**config.mk**
```make
export PLATFORM = sky130hd
export DESIGN_NAME = icy_metadata_demux
export DESIGN_NICKNAME = d
export VERILOG_FILES = /design/src/rtl/icy_md_pkg.sv /design/src/rtl/icy_metadata_demux.sv /design/src/rtl/icy_md_core.sv /design/src/rtl/icy_md_outreg.sv
export SDC_FILE = /design/constraint.sdc
export NUM_CORES = 1
export LEC_CHECK = 0
export ABC_AREA = 1
export ABC_CLOCK_PERIOD_IN_PS = 2770
export BUFFER_PORTS_ARGS = -buffer_cell sky130_fd_sc_hd__buf_2
export CORE_ASPECT_RATIO = 1.4
export CORE_MARGIN = 5
export CORE_UTILIZATION = 55
export CTS_BUF_LIST = sky130_fd_sc_hd__clkbuf_16
export CTS_CLUSTER_DIAMETER = 40
export DETAILED_ROUTE_END_ITERATION = 8
export PLACE_DENSITY = 0.76
export SLEW_MARGIN = 5
export SYNTH_ARGS = -nofsm -noshare
export SYNTH_HDL_FRONTEND = slang
export SYNTH_SLANG_ARGS = --single-unit
```
**constraint.sdc**
```tcl
create_clock -name clk -period 2.77 [get_ports clk]
set_input_delay 0 -clock clk [delete_from_list [all_inputs] [get_ports clk]]
set_output_delay 0 -clock clk [all_outputs]
set_load 0.01 [all_outputs]
```
**src/rtl/icy_md_pkg.sv**
```systemverilog
// Shared types and constants for the ICY metadata demultiplexer.
// No dependencies; imported by all RTL modules and the checker.
package icy_md_pkg;

  localparam int META_UNIT_BYTES = 16;
  localparam int BYTE_W          = 8;
  localparam int COUNT_W         = 24;
  // Wide enough for the largest block: 255 units.
  localparam int REM_W           = $clog2(255 * META_UNIT_BYTES + 1);

  typedef enum logic {
    KIND_AUDIO = 1'b0,
    KIND_META  = 1'b1
  } byte_kind_t;

  // One result request handed from the decoder to the output stage.
  typedef struct packed {
    logic               valid;
    byte_kind_t         kind;
    logic [BYTE_W-1:0]  data;
    logic               last;
  } icy_res_t;

endpackage

```
**src/rtl/icy_metadata_demux.sv**
```systemverilog
// Top level of the ICY (streaming radio) metadata demultiplexer.
// Instantiates icy_md_core and icy_md_outreg; uses icy_md_pkg.
//
// Usage:
//   The slave stream carries the raw station byte stream, one byte per
//   request, with a pause flag in s_tuser. Audio bytes are counted; after
//   meta_interval of them the next byte is a length byte L, and the following
//   L * 16 bytes are metadata. The master stream carries every audio byte
//   (unless paused, in which case it is dropped but still counted) and every
//   metadata byte; m_tuser tells them apart and m_tlast marks the final byte
//   of a metadata block. Length bytes produce no output request.
//   The user must write the interval register through cfg_wen/cfg_wdata only
//   while the stream is idle (not enforced); zero makes the whole stream audio.
// Timing:
//   m_tvalid rises for a result in the cycle after its byte is accepted. One
//   byte is taken every cycle while m_tready does not stall; the single output
//   register sets that figure, since it is reloaded in the same cycle it drains.
// Reset and stall:
//   rst is synchronous and returns the block to the audio phase with a zero
//   count and an empty output register; the interval reads zero. While the
//   downstream side holds m_tready low with a result pending, s_tready drops
//   and the pending result and all state hold.
module icy_metadata_demux
  import icy_md_pkg::*;
(
  input  logic                clk,
  input  logic                rst,
  // Configuration: meta_interval.
  input  logic                cfg_wen,
  input  logic [COUNT_W-1:0]  cfg_wdata,
  // Input stream.
  input  logic                s_tvalid,
  output logic                s_tready,
  input  logic [BYTE_W-1:0]   s_tdata,   // [7:0] data_byte
  input  logic                s_tuser,   // [0] pause_audio
  // Output stream.
  output logic                m_tvalid,
  input  logic                m_tready,
  output logic [BYTE_W-1:0]   m_tdata,   // [7:0] out_byte
  output logic                m_tuser,   // [0] byte_kind (0 audio, 1 metadata)
  output logic                m_tlast    // meta_last
);

  logic [COUNT_W-1:0] meta_interval;
  logic               room;
  logic               take;
  icy_res_t           res;

  always_ff @(posedge clk) begin
    if (rst) begin
      meta_interval <= '0;
    end else if (cfg_wen) begin
      meta_interval <= cfg_wdata;
    end
  end

  // Nothing is accepted during reset, so no byte is lost to it.
  assign s_tready = !rst && room;
  assign take     = s_tvalid && s_tready;

  icy_md_core u_core (
    .clk           (clk),
    .rst           (rst),
    .meta_interval (meta_interval),
    .take          (take),
    .data_byte     (s_tdata),
    .pause_audio   (s_tuser),
    .res           (res)
  );

  icy_md_outreg u_outreg (
    .clk      (clk),
    .rst      (rst),
    .load     (take),
    .res      (res),
    .room     (room),
    .m_tvalid (m_tvalid),
    .m_tready (m_tready),
    .m_tdata  (m_tdata),
    .m_tuser  (m_tuser),
    .m_tlast  (m_tlast)
  );

endmodule

```
**src/rtl/icy_md_core.sv**
```systemverilog
// Stream state of the ICY demultiplexer: audio counter, metadata counter and
// per-byte decode. Depends on icy_md_pkg.
module icy_md_core
  import icy_md_pkg::*;
(
  input  logic                clk,
  input  logic                rst,
  input  logic [COUNT_W-1:0]  meta_interval,
  input  logic                take,
  input  logic [BYTE_W-1:0]   data_byte,
  input  logic                pause_audio,
  output icy_res_t            res
);

  logic               in_metadata;
  logic               in_metadata_next;
  logic [COUNT_W-1:0] audio_count;
  logic [COUNT_W-1:0] audio_count_next;
  logic [REM_W-1:0]   meta_remaining;
  logic [REM_W-1:0]   meta_remaining_next;
  logic [REM_W-1:0]   block_len;

  assign block_len = REM_W'(data_byte) * REM_W'(META_UNIT_BYTES);

  always_comb begin
    in_metadata_next    = in_metadata;
    audio_count_next    = audio_count;
    meta_remaining_next = meta_remaining;
    res.valid = 1'b0;
    res.kind  = KIND_AUDIO;
    res.data  = data_byte;
    res.last  = 1'b0;
    if (in_metadata && (meta_remaining != '0)) begin
      meta_remaining_next = meta_remaining - REM_W'(1);
      res.valid = 1'b1;
      res.kind  = KIND_META;
      res.last  = (meta_remaining == REM_W'(1));
      in_metadata_next = (meta_remaining != REM_W'(1));
    end else if ((meta_interval != '0) && (audio_count >= meta_interval)) begin
      // Length byte: loads the block size and emits nothing.
      meta_remaining_next = block_len;
      audio_count_next    = '0;
      in_metadata_next    = (block_len != '0);
    end else begin
      in_metadata_next = 1'b0;
      audio_count_next = audio_count + COUNT_W'(1);
      res.valid        = !pause_audio;
    end
  end

  always_ff @(posedge clk) begin
    if (rst) begin
      in_metadata    <= 1'b0;
      audio_count    <= '0;
      meta_remaining <= '0;
    end else if (take) begin
      in_metadata    <= in_metadata_next;
      audio_count    <= audio_count_next;
      meta_remaining <= meta_remaining_next;
    end
  end

endmodule

```
**src/rtl/icy_md_outreg.sv**
```systemverilog
// Output register of the ICY demultiplexer: holds one result request until
// the downstream side takes it. Depends on icy_md_pkg.
module icy_md_outreg
  import icy_md_pkg::*;
(
  input  logic               clk,
  input  logic               rst,
  input  logic               load,
  input  icy_res_t           res,
  output logic               room,
  output logic               m_tvalid,
  input  logic               m_tready,
  output logic [BYTE_W-1:0]  m_tdata,
  output logic               m_tuser,
  output logic               m_tlast
);

  logic               full;
  logic [BYTE_W-1:0]  data;
  byte_kind_t         kind;
  logic               last;

  // The register can take a new request when empty or being drained now.
  assign room = !full || m_tready;

  always_ff @(posedge clk) begin
    if (rst) begin
      full <= 1'b0;
    end else if (load) begin
      full <= res.valid;
    end else if (m_tready) begin
      full <= 1'b0;
    end
  end

  always_ff @(posedge clk) begin
    if (load && res.valid) begin
      data <= res.data;
      kind <= res.kind;
      last <= res.last;
    end
  end

  assign m_tvalid = full;
  assign m_tdata  = data;
  assign m_tuser  = kind;
  assign m_tlast  = last;

endmodule

```
Word level (Yosys, flattened, before mapping)
Index checks and enable logic that the tools add are counted.
{"block": "totals", "ff_bits": 72, "in_bits": 38, "out_inout_bits": 12, "word_cells": 40}
{"block": "op_classes", "addsub": 2, "n_lt_le_gt_ge": 1, "n_eq_ne": 2, "muxes": 10, "bitwise_logic": 1, "n_reduce_logical": 16}
{"op": "adder 24 x 1 -> 24 bit (second input constant)", "count": 1}
{"op": "greater-or-equal comparator 24 bit", "count": 1}
{"op": "2-to-1 mux 12 bit", "count": 2}
{"op": "2-to-1 mux 24 bit", "count": 1}
{"op": "nonzero test 12 bit", "count": 2}
{"op": "nonzero test 24 bit", "count": 1}
{"op": "equality test 12 x 1 -> 1 bit (second input constant)", "count": 1}
{"op": "inequality test 12 x 1 -> 1 bit (second input constant)", "count": 1}
{"op": "subtractor 12 x 1 -> 12 bit (second input constant)", "count": 1}
{"op": "2-to-1 mux 1 bit", "count": 7}
{"op": "logical AND 1 bit", "count": 5}
{"op": "AND reduction 2 bit", "count": 2}
{"op": "nonzero test 2 bit", "count": 2}
{"op": "zero test 1 bit", "count": 3}
{"op": "logical OR 1 bit", "count": 1}
{"op": "inverter 1 bit", "count": 1}

Logic depth before layout (Yosys ltp)
Gate-level depths: netlist (run 1).
{"block": "depth", "word_depth": 5, "ltp_mapped": 15, "ltp_nobuf": 15}

By module
A second synthesis (run 1) with hierarchy kept.
{"block": "hier_totals", "hier_cells": 636, "area_unflattened_um2": 4337.9}
{"module": "icy_md_core", "n_inst": 1, "cells_per_inst": 463, "area_per_inst_um2": 2989.1, "seq_area_each_um2": 740.7}
{"module": "icy_metadata_demux", "n_inst": 1, "cells_per_inst": 155, "area_per_inst_um2": 997.2, "seq_area_each_um2": 480.5}
{"module": "icy_md_outreg", "n_inst": 1, "cells_per_inst": 18, "area_per_inst_um2": 351.6, "seq_area_each_um2": 320.3}

Worst setup path after synthesis (run 1)
Ideal clock, no wire load.
{"block": "synth_timing", "path_kind": "reg2reg", "start": "register u_core.meta_remaining[0]", "end": "register u_core.audio_count[10]", "setup_ns": 0.117, "t_arrival_ns": 1.765, "required_ns": 2.653, "path_slack_ns": 0.888, "stages_incl_launch_ff": 14, "path_buffers": 1, "synth_period_minus_slack_ns": 1.882, "cell_sequence": "dfxtp_1 > inv_1 > ha_1 > nand2_4 > nor2_8 > nand2_2 > nand2_4 > nand2_2 > buf_6 > or2_4 > nor2_1 > nand3_1 > o21ai_1 > nor2_1"}
{"block": "synth_between", "elab_chain_len": 4}
{"item": "from (decl)", "line": "icy_md_core.sv:19", "rtl": "logic [REM_W-1:0] meta_remaining;"}
{"item": "from (signal assigned)", "line": "icy_md_core.sv:59", "rtl": "meta_remaining <= meta_remaining_next;"}
{"item": "nonzero test 12 bit", "line": "icy_md_core.sv:33", "rtl": "if (in_metadata && (meta_remaining != '0)) begin"}
{"item": "logical AND 1 bit", "line": "icy_md_core.sv:33"}
{"item": "inverter 1 bit (no source line)"}
{"item": "AND reduction 2 bit (no source line)"}
{"item": "to (signal assigned)", "line": "icy_md_core.sv:58", "rtl": "audio_count <= audio_count_next;"}
{"item": "to (decl)", "line": "icy_md_core.sv:17", "rtl": "logic [COUNT_W-1:0] audio_count;"}
Every way passes these cells.
A chain may end at the register's enable or synchronous reset.

Worst setup path after layout (run 1)
{"block": "layout_timing", "start": "register meta_interval[23]", "end": "register u_core.meta_remaining[0]"}
{"block": "layout_between", "elab_chain_len": 4, "elab_cells_between_ends": 5, "classes_between": "1 x order compare; 4 x reduce/logical"}
{"item": "from (decl)", "line": "icy_metadata_demux.sv:44", "rtl": "logic [COUNT_W-1:0] meta_interval;"}
{"item": "from (signal assigned)", "line": "icy_metadata_demux.sv:53", "rtl": "meta_interval <= cfg_wdata;"}
{"item": "greater-or-equal comparator 24 bit / nonzero test 24 bit (equally long branches)", "line": "icy_md_core.sv:39", "rtl": "end else if ((meta_interval != '0) && (audio_count >= meta_interval)) begin"}
{"item": "logical AND 1 bit *", "line": "icy_md_core.sv:39"}
{"item": "nonzero test 2 bit (no source line) *"}
{"item": "AND reduction 2 bit (no source line) *"}
Every way passes the cells marked *; elsewhere a longest branch is shown, timed or not.

==> results of run 1 <==
## area by class of cell
cell class | count | area (µm²) | area share, %
multi-input combinational | 384 | 2070 | 42.2
sequential | 72 | 1540 | 31.4
timing repair buffer | 86 | 606 | 12.3
inverter | 72 | 272 | 5.54
clock buffer | 9 | 225 | 4.59
tap | 95 | 119 | 2.42
clock inverter | 7 | 72.6 | 1.48
## cells in the final DEF (no fill, tap or decap), drive strengths merged, types with 10 or more instances in the layout
master	synthesis	routed
edfxtp	10	10
nand3	25	25
nand4	10	10
a21oi	50	50
dlygate4sd3	0	33
ha	27	27
nand2	110	110
inv	71	73
nor3	14	14
dfxtp	62	62
nor2	76	76
o21ai	39	39
buf	5	53
## registers in the layout (all words and copies together), names as in the netlist
name	cells
u_outreg.m_tvalid	1
u_outreg.m_tlast	1
meta_interval	24
u_core.audio_count	24
u_outreg.m_tdata	8
u_outreg.m_tuser	1
u_core.meta_remaining	12
u_core.in_metadata	1
## metal layers
| metal | part of all wire, % | track usage, % | vias to the layer above |
|---|---|---|---|
| met4 | 5.2 | 16.3 | 0 |
| li1 | - | - | 1944 |
| met5 | 0 | 0 | - |
| met3 | 3.9 | 5.45 | 46 |
| met2 | 54 | 47.0 | 106 |
| met1 | 37 | 22.9 | 1745 |
## report_power, final
group / switching, µW / total [µW] / internal, µW
logic: 136 / 240 / 104
registers: 11.8 / 1100 / 1090
clock network: 463 / 1160 / 698
total: 610 / 2500 / 1890
## cells by family after synthesis
family | Yosys count
flip-flops | 72
AND/OR/NAND/NOR | 245
AO/OA/AOI/OAI | 98
XOR/XNOR | 13
adder cells (fa/ha/maj) | 27
buffers and inverters | 87
multiplexers | 1
## Yosys cell counts (2+ instances only)
cell      instances
dfxtp_1          62
nand3_1          25
edfxtp_1         10
nand2_2           3
xnor2_1           5
nor2_1           70
clkbuf_1         10
ha_1             27
inv_1            70
nand2_4           2
nand4_1          10
o22ai_1           2
o21ai_0          37
nor4_1            6
buf_2             4
xor2_1            8
nor2_2            3
nand2_1         105
nor2_4            2
a21oi_1          50
a21o_1            3
nor3_1           13
## worst paths after layout
check,cells past startpoint,to,slack [ns]
max reg2reg,13,u_core.meta_remaining[0],0.36
max,13,u_core.meta_remaining[0],0.36
min reg2reg,2,u_core.meta_remaining[7],0.49
min,4,u_core.in_metadata,0.005
## critical path: stages (launching register included)
cell     delay [ns]
dfxtp_1        0.35
inv_1          0.08
ha_1           0.30
nand2_1        0.07
nor2_1         0.20
nand4_1        0.14
nor2_1         0.11
nand2_1        0.06
nand2_1        0.06
nand2_1        0.14
nand2_1        0.25
nand2_1        0.25
o21ai_0        0.23
inv_1          0.05
## repair_timing
item / CTS / global route
hold buffers: 33 / 0
hold endpoints to repair: 32 / 0
endpoints found under the setup margin: 0 / 0
## per-stage QoR
stage | util [%] | instances | worst slack [ns] | cell area (µm²) | hold slack [ns]
finish | 70.3 | 725 | 0.358 | 4900 | 0.00540
global route | 70.3 | 725 | 0.214 | 4900 | 0.0633
CTS | 70.3 | 725 | 0.423 | 4900 | 0.00578
detailed placement | 61.3 | 676 | 0.452 | 4280 | 0.213
global placement | 61.3 | 676 | 0.506 | 4280 | 0.211
floorplan | - | 543 | 0.888 | 3950 | 0.0549
==> summary.md, run 1 <==
| Metric | Value |
|---|---|
| Largest family of logic cells by synthesized area | simple AND/OR/NAND/NOR gates |
| Post-CTS Setup Inserts | 0 |
| Max-capacitance violation count | 0 |
| TritonCTS clock tree | done |
| Worst Path Required | roughly 3.0 ns |
| H-tree depth | 3 |
| Core area | between 6000 and 7000 µm² |
| Crit path launch | meta_interval[23] |
| Top Ports | 50 |
| Share of Yosys cell area claimed by the top area cell type | approximately a third |
| Clock slew at reported path FFs | around 0.06 ns |
| Fmax | about 0.41 GHz |
| Synth-to-Final Area Change | 24.1% |
| Vias in the first global route | about 3900 |
| Hold Startpoint | s_tvalid |
| Fin Setup TNS | 0 ns |
| Worst Path Max Fanout | 8 |
| DR WL/cell | around 14 µm |
| YS warnings | 0 |
| Largest area contributor in the netlist | dfxtp_1 |
| Pwr Density | 510 nW/µm² |
| Die Width | roughly 80 µm |
| First-pass GRT wire length | 16.9 mm |
| Sequential element share of the synthesized area | approximately two fifths |
| Yosys cell types | 38 |
| Primary FF master, synth | dfxtp_1 |
| Root Driver | clkbuf_16 |
| Layout cells sized above 1 | 13.8% |
| Async S/R FF share, synth | 0% |
| Initial Util | a little under three fifths |
| Largest net degree at the start of global routing | 32 |
| Die area | between 9000 and 10000 µm² |
| DRC viols | 0 |
| Site row count | 36 |
| Power Total | ~2500 µW |
| Outcome | finished clean |
| Clock sink count | between 70 and 80 |
| Avg Inst Size Synth | between 7 and 8 µm² |
| Simple-Gate Fraction of Synth Area | ~28% |
| Final antenna-violating net count | 0 |
| Syn nets | between 600 and 700 |
| Max Root-Sink Buffers | 2 |
| Port bufs | slightly below 50 |
| Part of the cycle the worst path needs | just under 90% |
| DR vias | approximately 3800 |
| Register bit total from synthesis | between 70 and 80 |
| Cell area after synthesis | slightly below 4000 µm² |
| Leak Pwr | about 0.0022 µW |
| Worst Clk Skew | just over 0.007 ns |
| Ant. Diodes | 0 |
| Final #Nets | 690 |
| Finish-stage setup viols | 0 |
| Insertion delay to the later sink of the worst-skew pair | between 0.3 and 0.4 ns |
| Headroom to the max-slew limit | 44.6% |
| Die height | ~110 µm |
| WL final | 10.1 mm |
| Total grt overflow | 0 |
| Worst-Margin Slew | 0.831 ns |
| Placer Congestion | 0.916 |
| VDD IR-drop max | a little under 0.5 mV |
| Post-Synth Adder-Cell Area | under 10% |
| 1st-pass router iterations | 4 |
| CP Data Arrival Time | roughly 2.6 ns |
| RSZ-0062 raised after global routing | no |
| Hold Crit Class | in -> reg |
| Xor and xnor area share after synthesis | between 2 and 3% |
| R2r startpoint | meta_interval[23] |
| Filler instances | approximately 560 |
| EDFF count, synth | 10 |
| Slew Viols, Final | 0 |
| Crit Path Category | reg -> reg |
| Post-synthesis mux area share | 0.253% |
| Area contributors post-synth | dfxtp_1 (31%), nand2_1 (10%), ha_1 (8.5%) |
| Vias per cell | 5.30 |
| CP endpoint kind | flop |
| Syn Inst Count | about 540 |
| CTS buffer count | 9 |
| Initial antenna violation count | 0 |
| Fin. Hold Viols | 0 |
| Final min period | 2.41 ns |
| Post_cts resized | 0 |
| Total GRT Usage | roughly a quarter |
| CP Launch Type | flop |
| Post-synthesis compound-gate area fraction | a little over an eighth |
| Initial DRC count | roughly 150 |
| DPL Wire Length | between 7 and 8 mm |
(Power assumes the default switching activity.)
==> run 2: changes to the inputs <==
Settings changed: CELL_PAD_IN_SITES_DETAIL_PLACEMENT from default to 0, CELL_PAD_IN_SITES_GLOBAL_PLACEMENT from default to 1, CORE_UTILIZATION 55 to 45, PLACE_DENSITY 0.76 to default, PLACE_DENSITY_LB_ADDON from default to 0.1.
==> run 2 against run 1 <==
Count of clock-buffer cells in the layout unchanged; critical path depth unchanged; register-to-register slack better by 0.14 ns; first-iteration DRC count down 5.4%; clock skew about the same; maximum frequency up 6.0%; largest cell class unchanged; highest routed layer unchanged.
==> summary.md, run 2 (synthesized netlist as in run 1, its figures left out) <==
| Metric | Value |
|---|---|
| Outcome | finished clean |
| GR met2 Demand/Resource | 40.0% (-7.0 points) |
| Critical Path Max Stage Delay | 0.33 ns (-0.02 ns) |
| Ant. Diodes | 0 (unchanged) |
| Synth-to-Final Area Change | 25.7% |
| Worst Path Required | 2.99 ns (about the same) |
| DR WL/cell | 13.7 µm (-2.1%) |
| Initial DRC count | 139 (-5.4%) |
| Crit path launch | meta_interval[23] |
| Slew Viols, Final | 0 (unchanged) |
| Met3 usage | 4.08% (-1.4 points) |
| Hold Buf Count CTS | 34 (+3.0%) |
| NetSw | 600 µW (-1.7%) |
| R2r startpoint | meta_interval[23] |
| Total GRT Usage | 19.9% (-4.8 points) |
| Layout cells sized above 1 | 14.2% (+0.41 points) |
| Biggest regs | meta_interval x24, u_core.audio_count x24, u_core.meta_remaining x12 |
| DR vias | 3659 (-4.7%) |
| Headroom to the max-slew limit | 57.1% (+13 points) |
| DRC viols | 0 (unchanged) |
| VDD IR-drop max | 0.371 mV (-25%) |
| Insertion delay to the later sink of the worst-skew pair | 0.34 ns (about the same) |
| Critical path cell sequence | inv_1 -> ha_1 -> nand2_1 -> nor2_1 -> nand4_1 -> nor2_1 -> nand2_1 -> nand2_1 -> nand2_1 -> nand2_1 -> nand2_1 -> o21ai_0 -> inv_1 |
| Pwr Density | 520 nW/µm² (+1.9%) |
| CP Launch Type | flop |
| Hold Crit Class | in -> reg |
| Crit Path Category | reg -> reg |
| Reg power frac | 42.7% (-1.3 points) |
| Most frequent cells in the layout | nand2_1 (105), inv_1 (70), nor2_1 (70) |
| Fmax | 0.440 GHz (+6.0%) |
| 1st-pass router iterations | 4 (unchanged) |
| Internal power | 1980 µW (+4.8%) |
| Vias in the first global route | 3662 (-5.3%) |
| Final #Nets | 693 (+0.43%) |
| Clock sink count | 72 (unchanged) |
| Core area | 8610 µm² (+23%) |
| Register-to-register setup slack | 0.50 ns (+0.14 ns) |
| Final min period | 2.27 ns (-0.137 ns) |
| TritonCTS clock tree | done |
| Design Area, Final | 4970 µm² (+1.3%) |
| RSZ-0062 raised after global routing | no |
| Worst Clk Skew | 0.00747 ns (+0.000389 ns) |
| Most used cell, CP | nand2_1 |
| Die height | 121 µm (+9.6%) |
| First-pass GRT wire length | 16.4 mm (-2.5%) |
| Initial Util | 45.9% (-11 points) |
| Hold Path Cell Cnt | 4 (unchanged) |
| Fin Setup TNS | 0 ns (unchanged) |
| Max-capacitance violation count | 0 (unchanged) |
| Die Width | 89.2 µm (+9.3%) |
| Min Hold Slack | 0.0154 ns (+0.0100 ns) |
| Site row count | 40 (+11%) |
| Most common cell after layout, fill and taps aside | nand2_1 |
| Final antenna-violating net count | 0 (unchanged) |
| CTS buffer count | 9 (unchanged) |
| GR peak layer | met2 |
| CP endpoint kind | flop |
| Power Total | 2580 µW (+3.2%) |
| Worst-Margin Slew | 0.643 ns (-0.188 ns) |
| FF-to-FF End | u_outreg.m_tvalid |
| Part of the cycle the worst path needs | 82.1% (-5.0 points) |
| DP Area | 4300 µm² (+0.64%) |
| Finish-stage setup viols | 0 (unchanged) |
| WL final | 10.1 mm (-0.32%) |
| Root Driver | clkbuf_16 |
| Setup crit end | u_outreg.m_tvalid |
| Clock slew at reported path FFs | 0.06 ns (about the same) |
| H-tree depth | 3 (unchanged) |
| Worst Path Max Fanout | 11 (+3) |
| Largest net degree at the start of global routing | 28 (-13%) |
| Top Ports | 50 (unchanged) |
| Die area | 10800 µm² (+20%) |
| Crit-path slowest cell | dfxtp_1 |
| Placer Congestion | 0.875 (-4.5%) |
| Combinational share of power | 9.2% (-0.4 points) |
| Vias per cell | 4.96 (-6.4%) |
| GR Util met1 | 18.4% (-4.5 points) |
| Sw frac | 23.2% (-1.2 points) |
| Port bufs | 49 (unchanged) |
| Filler instances | 827 (+48%) |
| Post-CTS Setup Inserts | 0 (unchanged) |
| CP Data Arrival Time | 2.50 ns (-0.14 ns) |
| Cells on worst reg2reg path | 13 (unchanged) |
| Max Root-Sink Buffers | 2 (unchanged) |
| Fin. Hold Viols | 0 (unchanged) |
| Leak Pwr | 0.00224 µW (+0.67%) |
| DPL Wire Length | 7.67 mm (+8.8%) |
| Post_cts resized | 0 (unchanged) |
| Total grt overflow | 0 (unchanged) |
| Clock share of power | 48.2% (+1.8 points) |
| Initial antenna violation count | 0 (unchanged) |
## run 2: routing by layer
layer / wire length, µm / up-vias
met4: 272 / 0
met2: 5740 / 60
met1: 3790 / 1637
met5: 0 / -
met3: 287 / 21
li1: - / 1941
## run 2: worst min-delay path by stage
stage | start | to | slack, ns
2_1_floorplan | rst | s_tready | 0.05
3_3_place_gp | s_tdata[2] | u_outreg.m_tdata[2] | 0.21
3_5_place_dp | s_tdata[2] | u_outreg.m_tdata[2] | 0.21
4_1_cts | s_tvalid | u_core.in_metadata | 0.02
5_1_grt | s_tvalid | u_core.in_metadata | 0.04
6_report | s_tvalid | u_core.in_metadata | 0.02
## run 2: cell type report
class	count	area, µm²	area share [%]
clock buffers	9	225	4.54
multi-input cells	384	2070	41.7
clock inverters	7	96.3	1.94
well taps	105	131	2.65
repair buffers	89	631	12.7
flip-flops and latches	72	1540	31.0
inverters	72	272	5.47
## run 2: power groups by stage
stage / logic [µW] / registers [µW] / clock network (µW)
2_1_floorplan: 128 / 1120 / 0
3_3_place_gp: 195 / 1120 / 0
3_5_place_dp: 201 / 1130 / 0
4_1_cts: 239 / 1100 / 1270
5_1_grt: 273 / 1110 / 1310
6_report: 237 / 1100 / 1240
## run 2: critical path, delay by kind of cell, from the launching register on
kind,cells,cell delay (ns)
and+or+nand+nor,9,1.13
adders and majority gates,1,0.31
AOI/OAI and AO/OA,1,0.27
DFF,1,0.33
buffers and inverters,2,0.15
## run 2: through the flow
stage	utilization, %	instances	setup slack [ns]
floorplan	-	543	0.888
global placement	50.0	688	0.503
detailed placement	50.0	688	0.491
CTS	57.7	738	0.474
global route	57.7	738	0.279
finish	57.7	738	0.496
==> run 3: changes to the inputs <==
Settings changed: ABC_AREA 1 to 0, ABC_CLOCK_PERIOD_IN_PS 2770 to 2280, CORE_UTILIZATION 45 to 44.
Clock period 2.77 ns to 2.28 ns, I/O delays scaled along.
==> run 3 against run 2 <==
The flow now finishes with violations (negative setup slack); maximum frequency shrank 4.4%; synthesized area fell by 4.8%; global-route usage grew 0.97 points; critical path depth is 2 lower; design area increased by 19%; sequential power grew 23%; via count is 1.9% lower; worst setup slack worse by 0.60 ns; cell count is 5.7% lower; wire length is 4.4% higher; largest power group unchanged.
==> summary.md, run 3 <==
| Metric | Value |
|---|---|
| Top Ports | 50 (unchanged) |
| Pwr Density | 551 nW/µm² (+6.0%) |
| Max Root-Sink Buffers | 2 (unchanged) |
| Max-capacitance violation count | 0 (unchanged) |
| RSZ-0062 raised after global routing | yes |
| Clock slew at reported path FFs | 0.06 ns (about the same) |
| Biggest regs | meta_interval x24, u_core.audio_count x24, u_core.meta_remaining x12 |
| First-pass GRT wire length | 17.0 mm (+3.4%) |
| Primary FF master, synth | dfxtp_1 |
| Initial DRC count | 101 (-27%) |
| DR vias | 3589 (-1.9%) |
| Post-Place Worst Slack | -0.416 ns (-0.908 ns) |
| Crit-path slowest cell | nor4_2 |
| Die area | 10500 µm² (-2.4%) |
| Placed cell count | 631 (-8.3%) |
| TritonCTS clock tree | done |
| Most frequent cells in the layout | buf_4 (79), nor2_1 (57), buf_2 (49) |
| Die Width | 88.2 µm (-1.2%) |
| Register bit total from synthesis | 72 (unchanged) |
| Critical Path Max Stage Delay | 0.34 ns (about the same) |
| Leak Pwr | 0.00259 µW (+15%) |
| 1st-pass router iterations | 4 (unchanged) |
| CP Data Arrival Time | 2.61 ns (+0.11 ns) |
| Share of Yosys cell area claimed by the top area cell type | 33.0% (+1.6 points) |
| Avg Inst Size Synth | 9.07 µm² (+25%) |
| Syn Inst Count | 415 (-24%) |
| Sequential element share of the synthesized area | 41.0% (+2.0 points) |
| Cells on worst reg2reg path | 11 (-2) |
| Core area | 8460 µm² (-1.7%) |
| Yosys cell types | 50 (+32%) |
| Worst Clk Skew | 0.00409 ns (-0.00337 ns) |
| VDD IR-drop max | 0.382 mV (+3.0%) |
| Hold Crit Class | in -> reg |
| WL final | 10.5 mm (+4.4%) |
| Final antenna-violating net count | 0 (unchanged) |
| Placer Congestion | 0.841 (-3.8%) |
| Die height | 119 µm (-1.2%) |
| Port bufs | 49 (unchanged) |
| Total GRT Usage | 20.9% (+0.97 points) |
| Initial Util | 44.5% (-1.4 points) |
| Most common cell after layout, fill and taps aside | buf_4 |
| Headroom to the max-slew limit | 49.2% (-7.9 points) |
| Post-synth top cells | nor2_1 (71), dfxtp_1 (62), inv_1 (31) |
| Clock sink count | 72 (unchanged) |
| Crit path launch | meta_interval[18] |
| CP endpoint kind | flop |
| Vias per cell | 5.16 (+4.0%) |
| Failing checks | negative setup slack |
| Finish-stage setup viols | 45 (+45) |
| EDFF count, synth | 10 (unchanged) |
| Hold Path Cell Cnt | 5 (+1) |
| Crit Path Category | reg -> reg |
| Total grt overflow | 0 (unchanged) |
| Vias in the first global route | 3696 (+0.93%) |
| Register-to-register setup slack | -0.10 ns (-0.60 ns) |
| FF-to-FF End | u_core.meta_remaining[2] |
| DRC viols | 0 (unchanged) |
| Fin. Hold Viols | 0 (unchanged) |
| Worst Path Required | 2.51 ns (-0.48 ns) |
| Outcome | finished, violations left |
| Largest area contributor in the netlist | dfxtp_1 |
| Final min period | 2.38 ns (+0.106 ns) |
| YS warnings | 0 (unchanged) |
| Top-count cell post-synth | nor2_1 |
| CTS buffer count | 9 (unchanged) |
| Cell area after synthesis | 3760 µm² (-4.8%) |
| Worst-Margin Slew | 0.762 ns (+0.119 ns) |
| Cell Count, Final, Fillers Out | 696 (-5.7%) |
| Syn nets | 480 (-21%) |
| Hold Startpoint | s_tuser |
| Part of the cycle the worst path needs | 104% (+22 points) |
| Slew Viols, Final | 0 (unchanged) |
| CP Buf/Inv Count | 3 (+1) |
| DR WL/cell | 15.1 µm (+11%) |
| Initial antenna violation count | 0 (unchanged) |
| Ant. Diodes | 0 (unchanged) |
| DPL Wire Length | 7.14 mm (-6.9%) |
| Insertion delay to the later sink of the worst-skew pair | 0.34 ns (about the same) |
| Async S/R FF share, synth | 0% (unchanged) |
| Final #Nets | 651 (-6.1%) |
| R2r startpoint | meta_interval[18] |
| Most used cell, CP | nand4_1 |
| Root Driver | clkbuf_16 |
| Fmax | 0.420 GHz (-4.4%) |
| Largest net degree at the start of global routing | 37 (+32%) |
| Worst Path Max Fanout | 5 (-6) |
| CP Launch Type | flop |
| Delay-heaviest family, CP | simple AND/OR/NAND/NOR gates |
| Critical path cell sequence | inv_2 -> ha_4 -> nand4_1 -> nor4_2 -> nand4_1 -> o211ai_1 -> buf_4 -> or2_4 -> a21o_4 -> buf_6 -> o21ba_4 |
| Fin worst setup slack | -0.100 ns (-0.596 ns) |
| Area contributors post-synth | dfxtp_1 (33%), ha_1 (9.0%), edfxtp_1 (8.0%) |
| H-tree depth | 3 (unchanged) |
| Layout cells sized above 1 | 42.1% (+28 points) |
| Synth-to-Final Area Change | 57.1% |
| Site row count | 40 (unchanged) |
| WHS Endpoint | u_outreg.m_tvalid |
| Finished Core Util | 69.9% (+12 points) |
run 3: cell types whose count changed in the layout (fill, tap and decap cells not counted), sizes merged, moves of 11 or more:
cell	delta
nand2	-90
buf	+83
inv	-38
o21ai	-28
a21oi	-27
mux2i	+24
nand3	-11
run 3: what timing repair did:
item | CTS | global route
setup endpoints to repair | 48 | 48
cloned | 4 | 0
hold buffers | 34 | 0
pin swaps | 39 | 31
hold endpoints to repair | 34 | 0
resized for setup | 72 | 46
buffers inserted | 9 | 4
run 3: worst max path at each step:
stage                                     endpoint  slack, ns  cells past startpoint
final                     u_core.meta_remaining[2]      -0.10                     11
after global routing      u_core.meta_remaining[2]      -0.27                     11
after CTS                      u_outreg.m_tdata[6]       -0.1                     10
after global placement         u_outreg.m_tdata[1]      -0.42                      8
after detailed placement       u_outreg.m_tdata[1]      -0.42                      8
after floorplan                u_outreg.m_tdata[0]       0.04                      8
run 3: power by group:
| part | switching [µW] | total [µW] | internal [µW] |
|---|---|---|---|
| Clock | 531 | 1480 | 947 |
| Combinational | 198 | 434 | 236 |
| Sequential | 20.9 | 1350 | 1320 |
| Total | 750 | 3260 | 2510 |
run 3: cells by family (layout without fill, tap and decap cells):
family                   count (synthesis)  count (layout)  share of synthesized area (%)
AND/OR/NAND/NOR                        166             166                           22.9
flip-flops                              72              72                           41.0
AO/OA/AOI/OAI                           56              56                           9.41
buffers and inverters                   46             222                           5.72
adder cells (fa/ha/maj)                 27              27                           8.98
multiplexers                            25              25                           6.65
XOR/XNOR                                23              23                           5.35
run 3: cell type report:
class | instances | area, µm²
flip-flops and latches | 72 | 1570
repair buffers | 174 | 1380
clock buffers | 9 | 225
well taps | 105 | 131
inverters | 32 | 125
multi-input cells | 297 | 2390
fillers | 683 | 2550
clock inverters | 7 | 87.6
run 3: stage by stage:
stage	TNS, ns	area (µm²)	hold slack (ns)	power (µW)
3_3_place_gp	-9.99	4640	0.221	1670
4_1_cts	-1.45	5710	0.197	3270
3_5_place_dp	-11.29	4640	0.224	1680
5_1_grt	-9.14	5910	0.213	3400
2_1_floorplan	0	3770	0.0989	1530
6_report	-1.59	5910	0.186	3260
run 3: worst reg2reg max path, delay by kind of cell (launching register included):
kind	cells	cell delay, ns
compound gates	3	0.59
fa+ha+maj	1	0.25
buf+inv	3	0.37
flops	1	0.33
simple gates	4	0.72
run 3: routing by layer:
layer	share of wire, %	up-vias	global-route usage (%)
li1	-	1788	-
met1	37	1699	21.7
met2	56	67	38.9
met3	2.9	35	2.56
met4	4.0	0	11.7
met5	0	-	0
